<file path="src/cdm_pkg.sv">
// ----------------------------------------------------------------------------
// cdm_pkg
// Types, constants and small lookup functions shared by the clock digit
// multiplexer driver modules.
// ----------------------------------------------------------------------------
package cdm_pkg;

  // depth of the queue between the front and back parts
  localparam int unsigned QueueDepth = 2;

  // configuration register indexes
  localparam logic [1:0] RegDwellFloor = 2'd0;
  localparam logic [1:0] RegDwellSwing = 2'd1;
  localparam logic [1:0] RegMaxReading = 2'd2;

  // configuration reset values
  localparam logic [10:0] DwellFloorRst = 11'd30;
  localparam logic [10:0] DwellSwingRst = 11'd60;
  localparam logic [11:0] MaxReadingRst = 12'd3000;

  // divider: quotient bits produced per cycle and total quotient bits
  localparam int unsigned DivStepBits = 4;
  localparam int unsigned DivQuoBits  = 12;
  localparam int unsigned DivRounds   = DivQuoBits / DivStepBits;

  // index of the final drive state of a refresh
  localparam logic [2:0] LastStep = 3'd4;

  typedef enum logic [1:0] {
    FR_IDLE,
    FR_DIV,
    FR_DONE
  } cdm_front_state_t;

  typedef struct packed {
    logic [10:0] dwell_floor;
    logic [10:0] dwell_swing;
    logic [11:0] max_reading;
  } cdm_cfg_t;

  typedef struct packed {
    logic        ad_on;
    logic [3:0]  h_units;
    logic [3:0]  m_tens;
    logic [3:0]  m_units;
    logic [11:0] dwell;
  } cdm_job_t;

  // returns {tens % 10, units} of a 7-bit value, divide by 10 via reciprocal
  function automatic logic [7:0] split_digits(input logic [6:0] v);
    logic [14:0] p;
    logic [3:0]  t;
    logic [6:0]  u;
    p = 15'(v) * 15'd205;
    t = p[14:11];
    u = v - 7'(7'(t) * 7'd10);
    if (t >= 4'd10) begin
      t = t - 4'd10;
    end
    return {t, u[3:0]};
  endfunction

  // floor(x / 3) for 12-bit x
  function automatic logic [10:0] third_of(input logic [11:0] x);
    logic [23:0] p;
    p = 24'(x) * 24'd2731;
    return p[23:13];
  endfunction

  function automatic logic [15:0] seg_a(input logic [3:0] d);
    logic [15:0] m;
    case (d)
      4'd0:    m = 16'h0F00;
      4'd1:    m = 16'h0200;
      4'd2:    m = 16'h1500;
      4'd3:    m = 16'h1300;
      4'd4:    m = 16'h1A00;
      4'd5:    m = 16'h1B00;
      4'd6:    m = 16'h1F00;
      4'd7:    m = 16'h0200;
      4'd8:    m = 16'h1F00;
      4'd9:    m = 16'h1B00;
      default: m = 16'h0000;
    endcase
    return m;
  endfunction

  function automatic logic [15:0] seg_b(input logic [3:0] d);
    logic [15:0] m;
    case (d)
      4'd0:    m = 16'hC000;
      4'd1:    m = 16'h8000;
      4'd2:    m = 16'hC000;
      4'd3:    m = 16'hC000;
      4'd4:    m = 16'h8000;
      4'd5:    m = 16'h4000;
      4'd6:    m = 16'h4000;
      4'd7:    m = 16'hC000;
      4'd8:    m = 16'hC000;
      4'd9:    m = 16'hC000;
      default: m = 16'h0000;
    endcase
    return m;
  endfunction

endpackage

</file>
<file path="src/cdm_front.sv">
// ----------------------------------------------------------------------------
// cdm_front
// Accepts refresh requests, splits the digits and computes the dwell time
// with a multiply and an iterative restoring divider.
// ----------------------------------------------------------------------------
module cdm_front (
  input  logic               clk,
  input  logic               rst,
  input  cdm_pkg::cdm_cfg_t  cfg,
  input  logic               push,
  input  logic [6:0]         hours,
  input  logic [6:0]         minutes,
  input  logic [11:0]        brightness,
  output logic               in_ready,
  input  logic               q_full,
  output logic               q_push,
  output cdm_pkg::cdm_job_t  q_job
);

  localparam int unsigned StepW = $clog2(cdm_pkg::DivRounds);

  cdm_pkg::cdm_front_state_t state, state_next;

  logic [22:0] prod;
  logic        accept;
  logic [7:0]  hsplit;
  logic [7:0]  msplit;

  logic [StepW-1:0]                step;
  logic [11:0]                     rem;
  logic [cdm_pkg::DivQuoBits-1:0]  lo;
  logic [cdm_pkg::DivQuoBits-1:0]  quo;
  logic                            sat;
  logic                            ad_on;
  logic [3:0]                      h_units;
  logic [3:0]                      m_tens;
  logic [3:0]                      m_units;

  logic [11:0]                     rem_next;
  logic [cdm_pkg::DivQuoBits-1:0]  lo_next;
  logic [cdm_pkg::DivQuoBits-1:0]  quo_next;

  assign prod   = 23'(cfg.dwell_swing) * 23'(brightness);
  assign accept = push && in_ready;
  assign hsplit = cdm_pkg::split_digits(hours);
  assign msplit = cdm_pkg::split_digits(minutes);

  always_comb begin
    state_next = state;
    case (state)
      cdm_pkg::FR_IDLE: begin
        if (accept) state_next = cdm_pkg::FR_DIV;
      end
      cdm_pkg::FR_DIV: begin
        if (step == StepW'(cdm_pkg::DivRounds - 1)) state_next = cdm_pkg::FR_DONE;
      end
      cdm_pkg::FR_DONE: begin
        if (!q_full) state_next = accept ? cdm_pkg::FR_DIV : cdm_pkg::FR_IDLE;
      end
      default: state_next = cdm_pkg::FR_IDLE;
    endcase
  end

  always_comb begin
    in_ready = 1'b0;
    q_push   = 1'b0;
    case (state)
      cdm_pkg::FR_IDLE: in_ready = 1'b1;
      cdm_pkg::FR_DONE: begin
        q_push   = !q_full;
        in_ready = !q_full;
      end
      default: begin
        in_ready = 1'b0;
        q_push   = 1'b0;
      end
    endcase
  end

  // DivStepBits restoring divide steps per cycle, remainder stays below the divisor
  always_comb begin
    logic [12:0] t;
    rem_next = rem;
    lo_next  = lo;
    quo_next = quo;
    for (int i = 0; i < int'(cdm_pkg::DivStepBits); i++) begin
      t       = {rem_next, lo_next[cdm_pkg::DivQuoBits-1]};
      lo_next = {lo_next[cdm_pkg::DivQuoBits-2:0], 1'b0};
      if (t >= {1'b0, cfg.max_reading}) begin
        rem_next = 12'(t - {1'b0, cfg.max_reading});
        quo_next = {quo_next[cdm_pkg::DivQuoBits-2:0], 1'b1};
      end else begin
        rem_next = t[11:0];
        quo_next = {quo_next[cdm_pkg::DivQuoBits-2:0], 1'b0};
      end
    end
  end

  always_ff @(posedge clk) begin
    if (rst) begin
      state <= cdm_pkg::FR_IDLE;
    end else begin
      state <= state_next;
    end
  end

  always_ff @(posedge clk) begin
    if (accept) begin
      step    <= '0;
      rem     <= {1'b0, prod[22:12]};
      lo      <= prod[11:0];
      quo     <= '0;
      // covers a zero max_reading as well
      sat     <= brightness >= cfg.max_reading;
      ad_on   <= hsplit[7:4] == 4'd1;
      h_units <= hsplit[3:0];
      m_tens  <= msplit[7:4];
      m_units <= msplit[3:0];
    end else if (state == cdm_pkg::FR_DIV) begin
      step <= step + StepW'(1);
      rem  <= rem_next;
      lo   <= lo_next;
      quo  <= quo_next;
    end
  end

  always_comb begin
    q_job.ad_on   = ad_on;
    q_job.h_units = h_units;
    q_job.m_tens  = m_tens;
    q_job.m_units = m_units;
    q_job.dwell   = {1'b0, cfg.dwell_floor}
                  + (sat ? {1'b0, cfg.dwell_swing} : {1'b0, quo[10:0]});
  end

endmodule

</file>
<file path="src/cdm_fifo.sv">
// ----------------------------------------------------------------------------
// cdm_fifo
// Short register queue holding dwell jobs between the front and back parts.
// ----------------------------------------------------------------------------
module cdm_fifo #(
  parameter int unsigned DEPTH = cdm_pkg::QueueDepth
) (
  input  logic              clk,
  input  logic              rst,
  input  logic              push,
  input  cdm_pkg::cdm_job_t din,
  output logic              full,
  input  logic              pop,
  output cdm_pkg::cdm_job_t dout,
  output logic              valid
);

  localparam int unsigned PtrW = $clog2(DEPTH);
  localparam int unsigned CntW = $clog2(DEPTH + 1);

  cdm_pkg::cdm_job_t mem [DEPTH];
  logic [PtrW-1:0] wr_ptr;
  logic [PtrW-1:0] rd_ptr;
  logic [CntW-1:0] count;

  assign full  = count == CntW'(DEPTH);
  assign valid = count != '0;
  assign dout  = mem[rd_ptr];

  always_ff @(posedge clk) begin
    if (push) begin
      mem[wr_ptr] <= din;
    end
  end

  always_ff @(posedge clk) begin
    if (rst) begin
      wr_ptr <= '0;
      rd_ptr <= '0;
      count  <= '0;
    end else begin
      if (push) begin
        wr_ptr <= (wr_ptr == PtrW'(DEPTH - 1)) ? '0 : wr_ptr + PtrW'(1);
      end
      if (pop) begin
        rd_ptr <= (rd_ptr == PtrW'(DEPTH - 1)) ? '0 : rd_ptr + PtrW'(1);
      end
      if (push && !pop) begin
        count <= count + CntW'(1);
      end else if (pop && !push) begin
        count <= count - CntW'(1);
      end
    end
  end

endmodule

</file>
<file path="src/cdm_back.sv">
// ----------------------------------------------------------------------------
// cdm_back
// Sequences the five drive states of each job into the output register.
// ----------------------------------------------------------------------------
module cdm_back (
  input  logic              clk,
  input  logic              rst,
  input  logic              q_valid,
  input  cdm_pkg::cdm_job_t q_job,
  output logic              q_pop,
  input  logic              pop,
  output logic              empty,
  output logic [1:0]        digit_index,
  output logic [15:0]       port_a_mask,
  output logic [15:0]       port_b_mask,
  output logic              lead_ad_on,
  output logic              lead_bc_on,
  output logic [11:0]       hold_count,
  output logic              last
);

  logic              cur_valid;
  cdm_pkg::cdm_job_t cur;
  logic [10:0]       cur_third;
  logic [2:0]        step;
  logic              out_valid;
  logic              adv;
  logic [3:0]        digit;

  assign empty = !out_valid;
  assign adv   = cur_valid && (!out_valid || pop);
  assign q_pop = q_valid && (!cur_valid || (adv && step == cdm_pkg::LastStep));

  always_comb begin
    case (step)
      3'd2:    digit = cur.h_units;
      3'd3:    digit = cur.m_tens;
      default: digit = cur.m_units;
    endcase
  end

  always_ff @(posedge clk) begin
    if (rst) begin
      cur_valid <= 1'b0;
      step      <= '0;
      out_valid <= 1'b0;
    end else begin
      if (q_pop) begin
        cur_valid <= 1'b1;
      end else if (adv && step == cdm_pkg::LastStep) begin
        cur_valid <= 1'b0;
      end
      if (adv) begin
        step <= (step == cdm_pkg::LastStep) ? '0 : step + 3'd1;
      end
      if (adv) begin
        out_valid <= 1'b1;
      end else if (pop) begin
        out_valid <= 1'b0;
      end
    end
  end

  always_ff @(posedge clk) begin
    if (q_pop) begin
      cur       <= q_job;
      cur_third <= cdm_pkg::third_of(q_job.dwell);
    end
  end

  always_ff @(posedge clk) begin
    if (adv) begin
      case (step)
        3'd0: begin
          digit_index <= 2'd0;
          port_a_mask <= '0;
          port_b_mask <= '0;
          lead_ad_on  <= cur.ad_on;
          lead_bc_on  <= 1'b1;
          hold_count  <= {1'b0, cur_third};
          last        <= 1'b0;
        end
        3'd1: begin
          digit_index <= 2'd0;
          port_a_mask <= '0;
          port_b_mask <= '0;
          lead_ad_on  <= cur.ad_on;
          lead_bc_on  <= 1'b0;
          hold_count  <= {cur_third, 1'b0};
          last        <= 1'b0;
        end
        default: begin
          digit_index <= 2'(step - 3'd1);
          port_a_mask <= cdm_pkg::seg_a(digit);
          port_b_mask <= cdm_pkg::seg_b(digit);
          lead_ad_on  <= 1'b0;
          lead_bc_on  <= 1'b0;
          hold_count  <= cur.dwell;
          last        <= step == cdm_pkg::LastStep;
        end
      endcase
    end
  end

endmodule

</file>
<file path="src/clock_digit_mux_driver.sv">
// ----------------------------------------------------------------------------
// clock_digit_mux_driver
// Four-digit multiplexed clock display driver with brightness-scaled dwell.
// ----------------------------------------------------------------------------
// Each refresh request (hours, minutes, brightness) yields five drive states
// at the output register: two for the leading digit (B/C lit for dwell/3,
// then dropped for twice that), then hours-units, minutes-tens and
// minutes-units each held for the full dwell. The back sequencer issues one
// drive state a cycle while the consumer keeps popping. The front multiplies
// on accept, then runs a four-bit-per-cycle divider and takes no new request
// while dividing; it can take the next as it pushes the job into the
// two-entry queue that feeds the back. Registers may be written only while
// no request is in flight.
module clock_digit_mux_driver #(
  parameter int unsigned QUEUE_DEPTH = cdm_pkg::QueueDepth
) (
  input  logic        clk,
  input  logic        rst,
  input  logic        cfg_valid,
  output logic        cfg_ready,
  input  logic [1:0]  cfg_index,
  input  logic [11:0] cfg_data,
  input  logic        push,
  output logic        full,
  input  logic [6:0]  hours,
  input  logic [6:0]  minutes,
  input  logic [11:0] brightness,
  output logic        empty,
  input  logic        pop,
  output logic [1:0]  digit_index,
  output logic [15:0] port_a_mask,
  output logic [15:0] port_b_mask,
  output logic        lead_ad_on,
  output logic        lead_bc_on,
  output logic [11:0] hold_count,
  output logic        last
);

  cdm_pkg::cdm_cfg_t cfg;
  cdm_pkg::cdm_job_t push_job;
  cdm_pkg::cdm_job_t head_job;
  logic              in_ready;
  logic              q_full;
  logic              q_push;
  logic              q_valid;
  logic              q_pop;

  assign cfg_ready = 1'b1;
  assign full      = !in_ready;

  always_ff @(posedge clk) begin
    if (rst) begin
      cfg.dwell_floor <= cdm_pkg::DwellFloorRst;
      cfg.dwell_swing <= cdm_pkg::DwellSwingRst;
      cfg.max_reading <= cdm_pkg::MaxReadingRst;
    end else if (cfg_valid && cfg_ready) begin
      case (cfg_index)
        cdm_pkg::RegDwellFloor: cfg.dwell_floor <= cfg_data[10:0];
        cdm_pkg::RegDwellSwing: cfg.dwell_swing <= cfg_data[10:0];
        cdm_pkg::RegMaxReading: cfg.max_reading <= cfg_data;
        default: ;
      endcase
    end
  end

  cdm_front u_front (
    .clk        (clk),
    .rst        (rst),
    .cfg        (cfg),
    .push       (push),
    .hours      (hours),
    .minutes    (minutes),
    .brightness (brightness),
    .in_ready   (in_ready),
    .q_full     (q_full),
    .q_push     (q_push),
    .q_job      (push_job)
  );

  cdm_fifo #(
    .DEPTH (QUEUE_DEPTH)
  ) u_fifo (
    .clk   (clk),
    .rst   (rst),
    .push  (q_push),
    .din   (push_job),
    .full  (q_full),
    .pop   (q_pop),
    .dout  (head_job),
    .valid (q_valid)
  );

  cdm_back u_back (
    .clk         (clk),
    .rst         (rst),
    .q_valid     (q_valid),
    .q_job       (head_job),
    .q_pop       (q_pop),
    .pop         (pop),
    .empty       (empty),
    .digit_index (digit_index),
    .port_a_mask (port_a_mask),
    .port_b_mask (port_b_mask),
    .lead_ad_on  (lead_ad_on),
    .lead_bc_on  (lead_bc_on),
    .hold_count  (hold_count),
    .last        (last)
  );

  // queue never written while full
  assert property (@(posedge clk) disable iff (rst) q_push |-> !q_full)
    else $error("job queue overflow");

  // queue never read while empty
  assert property (@(posedge clk) disable iff (rst) q_pop |-> q_valid)
    else $error("job queue underflow");

  // final state of a refresh is always the minutes-units digit
  assert property (@(posedge clk) disable iff (rst)
    (!empty && last) |-> (digit_index == 2'd3 && !lead_bc_on))
    else $error("last flag on wrong digit");

  // leading B/C state belongs to the leading digit with blank port masks
  assert property (@(posedge clk) disable iff (rst)
    (!empty && lead_bc_on) |-> (digit_index == 2'd0 && port_a_mask == '0))
    else $error("lead b/c on wrong digit");

endmodule
</file>
<file path="config.mk">
export PLATFORM = sky130hd
export DESIGN_NAME = clock_digit_mux_driver
export DESIGN_NICKNAME = d
export VERILOG_FILES = /design/src/cdm_pkg.sv /design/src/cdm_front.sv /design/src/cdm_fifo.sv /design/src/cdm_back.sv /design/src/clock_digit_mux_driver.sv
export SDC_FILE = /design/constraint.sdc
export NUM_CORES = 1
export LEC_CHECK = 0
export ABC_CLOCK_PERIOD_IN_PS = 10700
export BUFFER_PORTS_ARGS = -buffer_cell sky130_fd_sc_hd__buf_4
export CORE_UTILIZATION = 50
export CTS_CLUSTER_DIAMETER = 100
export CTS_CLUSTER_SIZE = 16
export DETAILED_ROUTE_END_ITERATION = 10
export PLACE_DENSITY = 0.67
export SYNTH_ARGS = -nofsm -noshare
export SYNTH_HDL_FRONTEND = slang
export SYNTH_SLANG_ARGS = --single-unit
</file>
<file path="constraint.sdc">
create_clock -name clk -period 10.7 [get_ports clk]
set_input_delay 1.605 -clock clk [delete_from_list [all_inputs] [get_ports clk]]
set_output_delay 1.605 -clock clk [all_outputs]
set_load 0.05 [all_outputs]
</file>
==> run_summary.xml, run 1 <==
<?xml version="1.0" encoding="UTF-8"?>
<metrics>
  <group name="placement">
    <metric name="placedCellCount" unit="">2580</metric>
    <metric name="io_buffers" unit="">70</metric>
    <metric name="gp_routability_congestion" unit="">0.925</metric>
    <metric name="detailedPlacementHpwl" unit="µm">35200</metric>
  </group>
  <group name="synthesis">
    <metric name="synth_top_cell_area_share" unit="">0.221</metric>
    <metric name="postSynthAreaPerCell" unit="µm²">9.82</metric>
    <metric name="synth.cell_area" unit="µm²">20000</metric>
    <metric name="synth-seq-cells" unit="">207</metric>
    <metric name="fraction_of_synthesis_flops_using_an_asynchronous_set_or_reset_pin" unit="">0</metric>
    <metric name="postSynthCellCount" unit="">2035</metric>
    <metric name="post-synth-top-count-cell" unit="">sky130_fd_sc_hd__ha_1</metric>
    <metric name="synthFlopType" unit="">sky130_fd_sc_hd__edfxtp_1</metric>
    <metric name="synth.top_cells.by_area" unit="">sky130_fd_sc_hd__edfxtp_1 22%, sky130_fd_sc_hd__ha_1 19%, sky130_fd_sc_hd__fa_1 15%, sky130_fd_sc_hd__dfxtp_1 6.0%, sky130_fd_sc_hd__inv_1 5.3%</metric>
    <metric name="synth_top_cell_by_area" unit="">sky130_fd_sc_hd__edfxtp_1</metric>
    <metric name="share_of_the_yosys_chip_area_belonging_to_registers" unit="">0.281</metric>
    <metric name="number_of_unique_standard_cell_types_used_by_synthesis" unit="">74</metric>
    <metric name="yosys_warnings" unit="">0</metric>
    <metric name="synth_enable_flop_cells" unit="">147</metric>
    <metric name="post_synth_most_frequent_cells" unit="">296 x sky130_fd_sc_hd__ha_1, 283 x sky130_fd_sc_hd__inv_1, 211 x sky130_fd_sc_hd__nand2_1</metric>
  </group>
  <group name="cts">
    <metric name="cts_root_buffer" unit="">sky130_fd_sc_hd__clkbuf_16</metric>
    <metric name="cts_htree_levels" unit="">1</metric>
    <metric name="clockBufferDepth" unit="">3</metric>
    <metric name="cts.hold.buffers_added" unit="">0</metric>
    <metric name="cts_tree" unit="">yes</metric>
    <metric name="cts.clk_slew.worst_paths" unit="ns">0.08</metric>
    <metric name="tritoncts.num_buffers" unit="">18</metric>
    <metric name="clkSinkCount" unit="">207</metric>
    <metric name="clk_latency" unit="ns">0.50</metric>
  </group>
  <group name="sta">
    <metric name="maxSlewViolCount" unit="">0</metric>
    <metric name="timing_hold_violations_final" unit="">0</metric>
    <metric name="setup_repair_after_global_routing_missed_its_margin" unit="">false</metric>
    <metric name="final_min_period_over_clock_period" unit="">0.928</metric>
    <metric name="totalNegativeSetupSlack" unit="ns">0</metric>
    <metric name="worst_slew_pin_slew" unit="ns">1.10</metric>
    <metric name="fin_skew" unit="ns">0.0193</metric>
    <metric name="fmax" unit="GHz">0.101</metric>
    <metric name="period_minus_slack" unit="ns">9.93</metric>
    <metric name="slew-limit-headroom" unit="">0.265</metric>
    <metric name="setup_viol_count_final" unit="">0</metric>
    <metric name="holdWs" unit="ns">0.448</metric>
  </group>
  <group name="die">
    <metric name="initial_core_util" unit="">0.512</metric>
    <metric name="floorplan.die_area" unit="µm²">40800</metric>
    <metric name="io-pin-count" unit="">97</metric>
    <metric name="fp.coreArea" unit="µm²">39000</metric>
    <metric name="rows" unit="">72</metric>
    <metric name="chipHeight" unit="µm">202</metric>
    <metric name="floorplan_die_width" unit="µm">202</metric>
  </group>
  <group name="detailed_routing">
    <metric name="wl_met1" unit="µm">19600</metric>
    <metric name="dr_wl_met2" unit="µm">21600</metric>
    <metric name="dr.first_iter.drc_count" unit="">729</metric>
    <metric name="wirelength" unit="µm">44300</metric>
    <metric name="avgViaCountPerCell" unit="">5.45</metric>
    <metric name="detail_route.wl_per_cell" unit="µm">17.0</metric>
    <metric name="met3_wirelength" unit="µm">1940</metric>
    <metric name="antenna_violating_nets_post_route" unit="">0</metric>
    <metric name="vias" unit="">14244</metric>
    <metric name="routed.top_layer" unit="">met4</metric>
    <metric name="route.detailed.drc" unit="">0</metric>
    <metric name="first_pass_iters" unit="">6</metric>
  </group>
  <group name="global_route">
    <metric name="globalRoute.totalOverflow" unit="">0</metric>
    <metric name="track_usage" unit="">0.221</metric>
    <metric name="grt_pass1_vias" unit="">14387</metric>
    <metric name="grt_antenna_before_repair" unit="">0</metric>
    <metric name="wire_length_of_the_first_global_routing_pass" unit="µm">72600</metric>
    <metric name="grt_start_max_net_pins" unit="">47</metric>
  </group>
  <group name="critical_path">
    <metric name="path_common_cell" unit="">sky130_fd_sc_hd__a21oi_1</metric>
    <metric name="critPathLaunchType" unit="">flop</metric>
    <metric name="timing.setup.critical_path_class" unit="">reg -&gt; reg</metric>
    <metric name="setup.worst_path.end_class" unit="">flop</metric>
    <metric name="worstPathMaxFanout" unit="">15</metric>
    <metric name="required" unit="ns">11.14</metric>
    <metric name="cp_top_family" unit="">compound AO/OA/AOI/OAI gates</metric>
    <metric name="crit_arrival" unit="ns">10.37</metric>
    <metric name="worst_path_largest_cell_delay" unit="ns">0.59</metric>
    <metric name="cp.buffers_inverters" unit="">3</metric>
    <metric name="critical_path.slowest_cell" unit="">sky130_fd_sc_hd__or4b_1</metric>
  </group>
  <group name="worst_hold_path">
    <metric name="type_of_the_worst_min_delay_path" unit="">reg -&gt; reg</metric>
  </group>
  <group name="layout">
    <metric name="areaGrowthSynthToFinish" unit="%">7.64</metric>
    <metric name="design.final.nets" unit="">2575</metric>
    <metric name="final_cell_count_no_fill" unit="">2613</metric>
    <metric name="drive_above_1_share" unit="">0.0874</metric>
  </group>
  <group name="job">
    <metric name="cap_violations" unit="">0</metric>
  </group>
  <group name="outcome">
    <metric name="run_status" unit="">completed</metric>
  </group>
</metrics>
-- flip-flops by register name, indices dropped and copies added, names as in the netlist, 3 cells and up, named ones only --
signal and cells:
cfg 34, u_back.cur 25, u_back.cur_third 11, u_back.hold_count 12
u_back.port_a_mask 5, u_back.step 3, u_fifo.mem 50, u_front.h_units 4
u_front.lo 12, u_front.m_tens 4, u_front.m_units 4, u_front.quo 11
u_front.rem 12
-- cell families after synthesis --
logic type | share of synthesized area
AOI/OAI and AO/OA | 0.107
xor gates and xnor gates | 0.0355
adders and majority gates | 0.338
buffers and inverters | 0.0743
DFF | 0.281
muxes | 0.0410
other | 0.000376
and+or+nand+nor | 0.123
-- final timing paths --
| check | startpoint | endpoint | slack [ns] | cells after the start |
|---|---|---|---|---|
| max | cfg[10] | u_front.rem[11] | 0.77 | 37 |
| min | u_front.m_tens[3] | u_fifo.mem[1][19] | 0.45 | 0 |
| max reg2reg | cfg[10] | u_front.rem[11] | 0.77 | 37 |
| min reg2reg | u_front.m_tens[3] | u_fifo.mem[1][19] | 0.45 | 0 |
-- stage by stage --
stage	cell area [µm²]	utilization	worst slack [ns]
6_report	21500	0.551	0.769
5_1_grt	21500	0.551	0.103
4_1_cts	21500	0.551	0.285
3_5_place_dp	20900	0.537	0.322
3_3_place_gp	20900	0.537	0.488
2_1_floorplan	20100	-	1.30
-- per-layer routing --
| metal | vias up | global-route usage |
|---|---|---|
| met4 | 0 | 0.0598 |
| met2 | 289 | 0.388 |
| met3 | 65 | 0.0219 |
| met5 | - | 0 |
| met1 | 6947 | 0.288 |
| li1 | 6943 | - |
-- worst reg2reg max path: cells and delay by family, from the launching register on --
kind,cells,cell delay (ns)
adder cells (fa/ha/maj),4,1.44
multiplexers,2,0.71
buffers and inverters,3,0.47
flip-flops,1,0.33
AND/OR/NAND/NOR,11,3.08
AO/OA/AOI/OAI,17,3.84
-- layout make-up --
| class | instances | area [µm²] |
|---|---|---|
| Fill cell | 3373 | 17500 |
| Clock buffer | 28 | 488 |
| Multi-Input combinational cell | 1486 | 13000 |
| Inverter | 283 | 1060 |
| Timing Repair Buffer | 86 | 646 |
| Clock inverter | 4 | 55.1 |
| Antenna cell | 1 | 2.50 |
| Sequential cell | 207 | 5620 |
| Tap cell | 518 | 648 |
-- repair_timing --
action | 4_1_cts | 5_1_grt
gates resized for setup | 0 | 5
setup endpoints to repair | 0 | 13
setup buffers | 0 | 0
-- layout by cell type, fill, tap and decap left out, types with 9 or more instances in the layout --
cell type	n
sky130_fd_sc_hd__ha_1	296
sky130_fd_sc_hd__inv_1	283
sky130_fd_sc_hd__nand2_1	211
sky130_fd_sc_hd__fa_1	152
sky130_fd_sc_hd__edfxtp_1	147
sky130_fd_sc_hd__a21oi_1	104
sky130_fd_sc_hd__nor2_1	101
sky130_fd_sc_hd__buf_4	86
sky130_fd_sc_hd__o21ai_0	85
sky130_fd_sc_hd__and2_1	66
sky130_fd_sc_hd__dfxtp_1	59
sky130_fd_sc_hd__xnor2_1	52
sky130_fd_sc_hd__mux2_2	49
sky130_fd_sc_hd__xor2_1	29
sky130_fd_sc_hd__conb_1	26
sky130_fd_sc_hd__a21o_1	23
sky130_fd_sc_hd__nand3_1	23
sky130_fd_sc_hd__mux2i_1	23
sky130_fd_sc_hd__nor2b_1	22
sky130_fd_sc_hd__nand2b_1	20
sky130_fd_sc_hd__nor3_1	18
sky130_fd_sc_hd__clkbuf_16	18
sky130_fd_sc_hd__o21a_1	14
sky130_fd_sc_hd__a211oi_1	14
sky130_fd_sc_hd__a22oi_1	13
sky130_fd_sc_hd__nand3b_1	11
sky130_fd_sc_hd__clkbuf_1	10
sky130_fd_sc_hd__a21boi_0	9
sky130_fd_sc_hd__a211o_1	9
Power of run 1 is left out: the tool's default activity adds up to more than one toggle a clock period on the data nets, which glitch-free logic cannot reach.
==> inputs of run 2 (changes only) <==
--- a/config.mk
+++ b/config.mk
@@ -7,11 +7,10 @@
 export LEC_CHECK = 0
 export ABC_CLOCK_PERIOD_IN_PS = 10700
 export BUFFER_PORTS_ARGS = -buffer_cell sky130_fd_sc_hd__buf_4
-export CORE_UTILIZATION = 50
+export CORE_UTILIZATION = 30
 export CTS_CLUSTER_DIAMETER = 100
 export CTS_CLUSTER_SIZE = 16
 export DETAILED_ROUTE_END_ITERATION = 10
-export PLACE_DENSITY = 0.67
 export SYNTH_ARGS = -nofsm -noshare
 export SYNTH_HDL_FRONTEND = slang
 export SYNTH_SLANG_ARGS = --single-unit
==> run 2 against run 1 <==
  * Setup slack got worse by 0.10 ns
  * Via count grew 0.13%
  * Utilization fell by 22 points
  * Critical path depth decreased by 1
==> run_summary.xml, run 2 (same netlist as run 1, synthesis figures left out) <==
<?xml version="1.0" encoding="UTF-8"?>
<metrics>
  <group name="outcome">
    <metric name="run_status" unit="">completed</metric>
  </group>
  <group name="detailed_routing">
    <metric name="wirelength" unit="µm">46500</metric>
    <metric name="avgViaCountPerCell" unit="">4.81</metric>
    <metric name="dr.first_iter.drc_count" unit="">839</metric>
    <metric name="antenna_violating_nets_post_route" unit="">0</metric>
    <metric name="first_pass_iters" unit="">5</metric>
    <metric name="detail_route.wl_per_cell" unit="µm">15.7</metric>
    <metric name="vias" unit="">14263</metric>
    <metric name="route.detailed.drc" unit="">0</metric>
  </group>
  <group name="global_route">
    <metric name="grt_start_max_net_pins" unit="">47</metric>
    <metric name="grt_pass1_vias" unit="">14672</metric>
    <metric name="track_usage" unit="">0.139</metric>
    <metric name="grt_antenna_before_repair" unit="">1</metric>
    <metric name="globalRoute.totalOverflow" unit="">0</metric>
    <metric name="wire_length_of_the_first_global_routing_pass" unit="µm">75800</metric>
  </group>
  <group name="layout">
    <metric name="largest_reg_flops" unit="">50</metric>
    <metric name="insertedDiodeCount" unit="">0</metric>
    <metric name="layout_commonest_cell" unit="">sky130_fd_sc_hd__ha_1</metric>
    <metric name="areaGrowthSynthToFinish" unit="%">10.2</metric>
    <metric name="layout.cells.most_common_list" unit="">296 x sky130_fd_sc_hd__ha_1, 283 x sky130_fd_sc_hd__inv_1, 211 x sky130_fd_sc_hd__nand2_1</metric>
    <metric name="design.final.nets" unit="">2583</metric>
    <metric name="drive_above_1_share" unit="">0.0919</metric>
    <metric name="regArea" unit="µm²">5620</metric>
    <metric name="biggestRegsByFlops" unit="">u_fifo.mem: 50 flops, cfg: 34 flops, u_back.cur: 25 flops</metric>
    <metric name="largest-register" unit="">u_fifo.mem</metric>
    <metric name="multi_input_comb_area" unit="µm²">13000</metric>
    <metric name="fillCellCount" unit="">6677</metric>
  </group>
  <group name="cts">
    <metric name="clk_latency" unit="ns">0.52</metric>
    <metric name="cts_htree_levels" unit="">1</metric>
    <metric name="clkSinkCount" unit="">207</metric>
    <metric name="cts.clk_slew.worst_paths" unit="ns">0.09</metric>
    <metric name="tritoncts.num_buffers" unit="">18</metric>
    <metric name="clockBufferDepth" unit="">3</metric>
    <metric name="post_cts_buffers" unit="">0</metric>
    <metric name="cts_root_buffer" unit="">sky130_fd_sc_hd__clkbuf_16</metric>
    <metric name="cts_tree" unit="">yes</metric>
  </group>
  <group name="die">
    <metric name="chipHeight" unit="µm">260</metric>
    <metric name="initial_core_util" unit="">0.303</metric>
    <metric name="floorplan.die_area" unit="µm²">67600</metric>
    <metric name="floorplan_die_width" unit="µm">260</metric>
    <metric name="io-pin-count" unit="">97</metric>
    <metric name="fp.coreArea" unit="µm²">65900</metric>
    <metric name="rows" unit="">94</metric>
  </group>
  <group name="sta">
    <metric name="fin_skew" unit="ns">0.0210</metric>
    <metric name="totalNegativeSetupSlack" unit="ns">0</metric>
    <metric name="period_minus_slack" unit="ns">10.04</metric>
    <metric name="final_min_period_over_clock_period" unit="">0.938</metric>
    <metric name="maxSlewViolCount" unit="">0</metric>
    <metric name="worst_slew_pin_slew" unit="ns">0.995</metric>
    <metric name="slew-limit-headroom" unit="">0.336</metric>
    <metric name="setup_repair_after_global_routing_missed_its_margin" unit="">false</metric>
    <metric name="fmax" unit="GHz">0.0997</metric>
    <metric name="setup_viol_count_final" unit="">0</metric>
    <metric name="timing_hold_violations_final" unit="">0</metric>
  </group>
  <group name="critical_path">
    <metric name="critPathLaunchType" unit="">flop</metric>
    <metric name="required" unit="ns">11.15</metric>
    <metric name="setup.worst_path.end_class" unit="">flop</metric>
    <metric name="timing.setup.critical_path_class" unit="">reg -&gt; reg</metric>
    <metric name="crit_arrival" unit="ns">10.49</metric>
    <metric name="r2r_setup_slack" unit="ns">0.66</metric>
    <metric name="critical_path.slowest_cell" unit="">sky130_fd_sc_hd__or4b_1</metric>
    <metric name="worstPathMaxFanout" unit="">15</metric>
    <metric name="rr_startpoint" unit="">cfg[1]</metric>
    <metric name="worst_r2r_endpoint" unit="">u_front.rem[11]</metric>
    <metric name="path_common_cell" unit="">sky130_fd_sc_hd__a21oi_1</metric>
    <metric name="count_of_cells_along_the_worst_register_to_register_path" unit="">36</metric>
    <metric name="worst_path_largest_cell_delay" unit="ns">0.58</metric>
  </group>
  <group name="placement">
    <metric name="io_buffers" unit="">70</metric>
    <metric name="gp_routability_congestion" unit="">0.938</metric>
    <metric name="detailedPlacementHpwl" unit="µm">37700</metric>
  </group>
  <group name="worst_hold_path">
    <metric name="min_delay_path_depth" unit="">0</metric>
    <metric name="min_delay_worst_endpoint" unit="">u_fifo.mem[0][18]</metric>
    <metric name="min-delay-start" unit="">u_front.m_tens[2]</metric>
    <metric name="type_of_the_worst_min_delay_path" unit="">reg -&gt; reg</metric>
  </group>
  <group name="job">
    <metric name="cap_violations" unit="">0</metric>
  </group>
</metrics>
[run 2: changes by cell type in the layout (fill, tap and decap cells not counted)]
cell                        change
sky130_fd_sc_hd__clkbuf_1       -2
sky130_fd_sc_hd__bufinv_16      +1
sky130_fd_sc_hd__buf_4          +8
sky130_fd_sc_hd__nor4_2         +1
sky130_fd_sc_hd__inv_8          -1
sky130_fd_sc_hd__diode_2        -1
sky130_fd_sc_hd__o21ai_1        -1
sky130_fd_sc_hd__clkinv_4       +1
sky130_fd_sc_hd__o21ai_0        +1
sky130_fd_sc_hd__nor4_1         -1
[run 2: critical path: cells and delay by family (launching register included)]
family                     cells  cell delay, ns
and+or+nand+nor                8            2.35
adders and majority gates      4            1.38
buffers and inverters          1            0.20
DFF                            1            0.43
muxes                          3            1.03
AOI/OAI and AO/OA             20            4.54
[run 2: routing by layer]
layer / GRT usage / share of wire
met5: 0 / 0
met4: 0.0359 / 0.020
met3: 0.0178 / 0.043
met2: 0.233 / 0.47
met1: 0.188 / 0.46
[run 2: cell type report]
type	count	share of cell area
repair buffers	94	0.0320
clock buffers	26	0.0218
clock inverters	5	0.00375
inverters	283	0.0482
well taps	864	0.0491
flip-flops and latches	207	0.255
multi-input cells	1486	0.590
[run 2: through the flow]
stage / util / hold WS, ns / instances / cell area [µm²] / setup WS (ns)
finish: 0.334 / 0.450 / 2965 / 22000 / 0.665
CTS: 0.334 / 0.451 / 2965 / 22000 / 0.197
global placement: 0.326 / 0.433 / 2934 / 21400 / 0.449
global route: 0.334 / 0.455 / 2965 / 22000 / 0.0660
floorplan: - / 0.421 / 2059 / 20100 / 1.30
detailed placement: 0.326 / 0.435 / 2934 / 21400 / 0.245
[run 2: worst max path at each step]
stage           start         endpoint  slack [ns]  depth (start not counted)
2_1_floorplan  cfg[1]  u_front.rem[10]        1.30                         40
6_report       cfg[1]  u_front.rem[11]        0.66                         36
3_5_place_dp   cfg[1]  u_front.rem[11]        0.24                         36
4_1_cts        cfg[1]  u_front.rem[11]        0.20                         36
3_3_place_gp   cfg[1]  u_front.rem[11]        0.45                         36
5_1_grt        cfg[1]  u_front.rem[11]        0.07                         36
[run 2: repair_timing]
action / 4_1_cts / 5_1_grt
hold buffers: 0 / 0
resized for setup: 0 / 5
endpoints found under the setup margin: 0 / 13
Power of run 2 is left out for the same reason.
==> inputs of run 3 (changes only) <==
--- a/config.mk
+++ b/config.mk
@@ -5,7 +5,7 @@
 export SDC_FILE = /design/constraint.sdc
 export NUM_CORES = 1
 export LEC_CHECK = 0
-export ABC_CLOCK_PERIOD_IN_PS = 10700
+export ABC_CLOCK_PERIOD_IN_PS = 11600
 export BUFFER_PORTS_ARGS = -buffer_cell sky130_fd_sc_hd__buf_4
 export CORE_UTILIZATION = 30
 export CTS_CLUSTER_DIAMETER = 100
==> constraint.sdc (replaced) <==
create_clock -name clk -period 11.6 [get_ports clk]
set_input_delay 1.74 -clock clk [delete_from_list [all_inputs] [get_ports clk]]
set_output_delay 1.74 -clock clk [all_outputs]
set_load 0.05 [all_outputs]
==> run 3 against run 2 <==
  * Routed wire length decreased by 0.19%
  * Die area unchanged
  * Clock skew increased by 0.0060 ns
  * Hold slack got worse by 0.0053 ns
  * Fmax decreased by 6.0%
  * Cell area decreased by 0.53%
  * Count of clock-buffer cells in the layout increased by 1
  * Critical path type unchanged
  * Highest routed layer unchanged
==> run_summary.xml, run 3 (same netlist as run 1, synthesis figures left out) <==
<?xml version="1.0" encoding="UTF-8"?>
<metrics>
  <group name="layout">
    <metric name="insertedDiodeCount" unit="">0</metric>
    <metric name="areaGrowthSynthToFinish" unit="%">9.65</metric>
    <metric name="layout_commonest_cell" unit="">sky130_fd_sc_hd__ha_1</metric>
    <metric name="layout.cells.most_common_list" unit="">296 x sky130_fd_sc_hd__ha_1, 283 x sky130_fd_sc_hd__inv_1, 211 x sky130_fd_sc_hd__nand2_1</metric>
    <metric name="drive_above_1_share" unit="">0.0851</metric>
    <metric name="design.final.nets" unit="">2573</metric>
    <metric name="largest-register" unit="">u_fifo.mem</metric>
    <metric name="biggestRegsByFlops" unit="">u_fifo.mem: 50 flops, cfg: 34 flops, u_back.cur: 25 flops</metric>
    <metric name="largest_reg_flops" unit="">50</metric>
  </group>
  <group name="placement">
    <metric name="detailedPlacementHpwl" unit="µm">37500</metric>
    <metric name="io_buffers" unit="">70</metric>
    <metric name="gp_routability_congestion" unit="">0.951</metric>
  </group>
  <group name="worst_hold_path">
    <metric name="type_of_the_worst_min_delay_path" unit="">reg -&gt; reg</metric>
  </group>
  <group name="detailed_routing">
    <metric name="dr.first_iter.drc_count" unit="">733</metric>
    <metric name="detail_route.wl_per_cell" unit="µm">15.7</metric>
    <metric name="antenna_violating_nets_post_route" unit="">0</metric>
    <metric name="first_pass_iters" unit="">8</metric>
    <metric name="wirelength" unit="µm">46500</metric>
    <metric name="route.detailed.drc" unit="">0</metric>
    <metric name="vias" unit="">14176</metric>
    <metric name="avgViaCountPerCell" unit="">4.80</metric>
  </group>
  <group name="global_route">
    <metric name="wire_length_of_the_first_global_routing_pass" unit="µm">75500</metric>
    <metric name="grt_start_max_net_pins" unit="">47</metric>
    <metric name="grt_pass1_vias" unit="">14846</metric>
    <metric name="track_usage" unit="">0.138</metric>
    <metric name="globalRoute.totalOverflow" unit="">0</metric>
    <metric name="grt_antenna_before_repair" unit="">0</metric>
  </group>
  <group name="cts">
    <metric name="cts_root_buffer" unit="">sky130_fd_sc_hd__clkbuf_16</metric>
    <metric name="tritoncts.num_buffers" unit="">18</metric>
    <metric name="post_cts_buffers" unit="">0</metric>
    <metric name="clk_latency" unit="ns">0.51</metric>
    <metric name="clockBufferDepth" unit="">3</metric>
    <metric name="cts_htree_levels" unit="">1</metric>
    <metric name="cts.clk_slew.worst_paths" unit="ns">0.08</metric>
    <metric name="clkSinkCount" unit="">207</metric>
    <metric name="cts_tree" unit="">yes</metric>
  </group>
  <group name="die">
    <metric name="io-pin-count" unit="">97</metric>
    <metric name="initial_core_util" unit="">0.303</metric>
    <metric name="rows" unit="">94</metric>
    <metric name="floorplan.die_area" unit="µm²">67600</metric>
    <metric name="fp.coreArea" unit="µm²">65900</metric>
    <metric name="chipHeight" unit="µm">260</metric>
    <metric name="floorplan_die_width" unit="µm">260</metric>
  </group>
  <group name="sta">
    <metric name="setup_repair_after_global_routing_missed_its_margin" unit="">false</metric>
    <metric name="period_minus_slack" unit="ns">10.67</metric>
    <metric name="fmax" unit="GHz">0.0937</metric>
    <metric name="worst_slew_pin_slew" unit="ns">1.01</metric>
    <metric name="slew-limit-headroom" unit="">0.326</metric>
    <metric name="timing_hold_violations_final" unit="">0</metric>
    <metric name="fin_skew" unit="ns">0.0270</metric>
    <metric name="setup_viol_count_final" unit="">0</metric>
    <metric name="maxSlewViolCount" unit="">0</metric>
    <metric name="final_min_period_over_clock_period" unit="">0.920</metric>
    <metric name="totalNegativeSetupSlack" unit="ns">0</metric>
  </group>
  <group name="critical_path">
    <metric name="r2r_setup_slack" unit="ns">0.93</metric>
    <metric name="required" unit="ns">12.06</metric>
    <metric name="timing.setup.critical_path_class" unit="">reg -&gt; reg</metric>
    <metric name="worstPathMaxFanout" unit="">15</metric>
    <metric name="setup.worst_path.end_class" unit="">flop</metric>
    <metric name="path_common_cell" unit="">sky130_fd_sc_hd__a21oi_1</metric>
    <metric name="critical_path.slowest_cell" unit="">sky130_fd_sc_hd__o41ai_1</metric>
    <metric name="critPathLaunchType" unit="">flop</metric>
    <metric name="crit_arrival" unit="ns">11.13</metric>
    <metric name="worst_path_largest_cell_delay" unit="ns">0.59</metric>
  </group>
  <group name="job">
    <metric name="cap_violations" unit="">0</metric>
  </group>
  <group name="outcome">
    <metric name="run_status" unit="">completed</metric>
  </group>
</metrics>
[run 3: metrics by stage]
| stage | hold WS (ns) | instances | utilization | setup slack (ns) | area [µm²] |
|---|---|---|---|---|---|
| 4_1_cts | 0.447 | 2955 | 0.333 | 0.874 | 21900 |
| 6_report | 0.445 | 2955 | 0.333 | 0.927 | 21900 |
| 2_1_floorplan | 0.421 | 2059 | - | 2.20 | 20100 |
| 3_3_place_gp | 0.432 | 2924 | 0.324 | 1.06 | 21400 |
| 5_1_grt | 0.466 | 2955 | 0.333 | 0.202 | 21900 |
| 3_5_place_dp | 0.431 | 2924 | 0.324 | 0.934 | 21400 |
[run 3: cell type report]
type | count | area [µm²]
clock inverter | 4 | 57.6
clock buffer | 27 | 484
sequential | 207 | 5620
multi-input combinational | 1486 | 13000
timing repair buffer | 84 | 631
fill | 6703 | 44000
inverter | 283 | 1060
tap | 864 | 1080
[run 3: layer usage]
| metal | routed length [µm] | share of wire | up-vias | track usage |
|---|---|---|---|---|
| li1 | - | - | 6932 | - |
| met1 | 21600 | 0.47 | 6919 | 0.183 |
| met2 | 21900 | 0.47 | 272 | 0.235 |
| met3 | 1970 | 0.042 | 53 | 0.0189 |
| met4 | 892 | 0.019 | 0 | 0.0328 |
| met5 | 0 | 0 | - | 0 |
[run 3: worst max-delay path, delay by kind of cell, from the launching register on]
kind                       cells  cell delay, ns
AOI/OAI and AO/OA             20            5.08
and+or+nand+nor                9            2.57
adders and majority gates      4            1.42
muxes                          2            0.78
DFF                            1            0.49
buffers and inverters          1            0.24
[run 3: repair_timing]
action                                 4_1_cts  5_1_grt
setup endpoints to repair                    0        1
hold buffers                                 0        0
resized for setup                            0        1
endpoints found under the hold margin        0        0
[run 3: worst paths after layout]
| kind | startpoint | end | cells past startpoint |
|---|---|---|---|
| setup / recovery | cfg[1] | u_front.rem[11] | 36 |
| hold / removal | u_front.m_tens[0] | u_fifo.mem[1][16] | 0 |
| setup reg to reg | cfg[1] | u_front.rem[11] | 36 |
| hold reg to reg | u_front.m_tens[0] | u_fifo.mem[1][16] | 0 |
Power of run 3 is left out for the same reason.
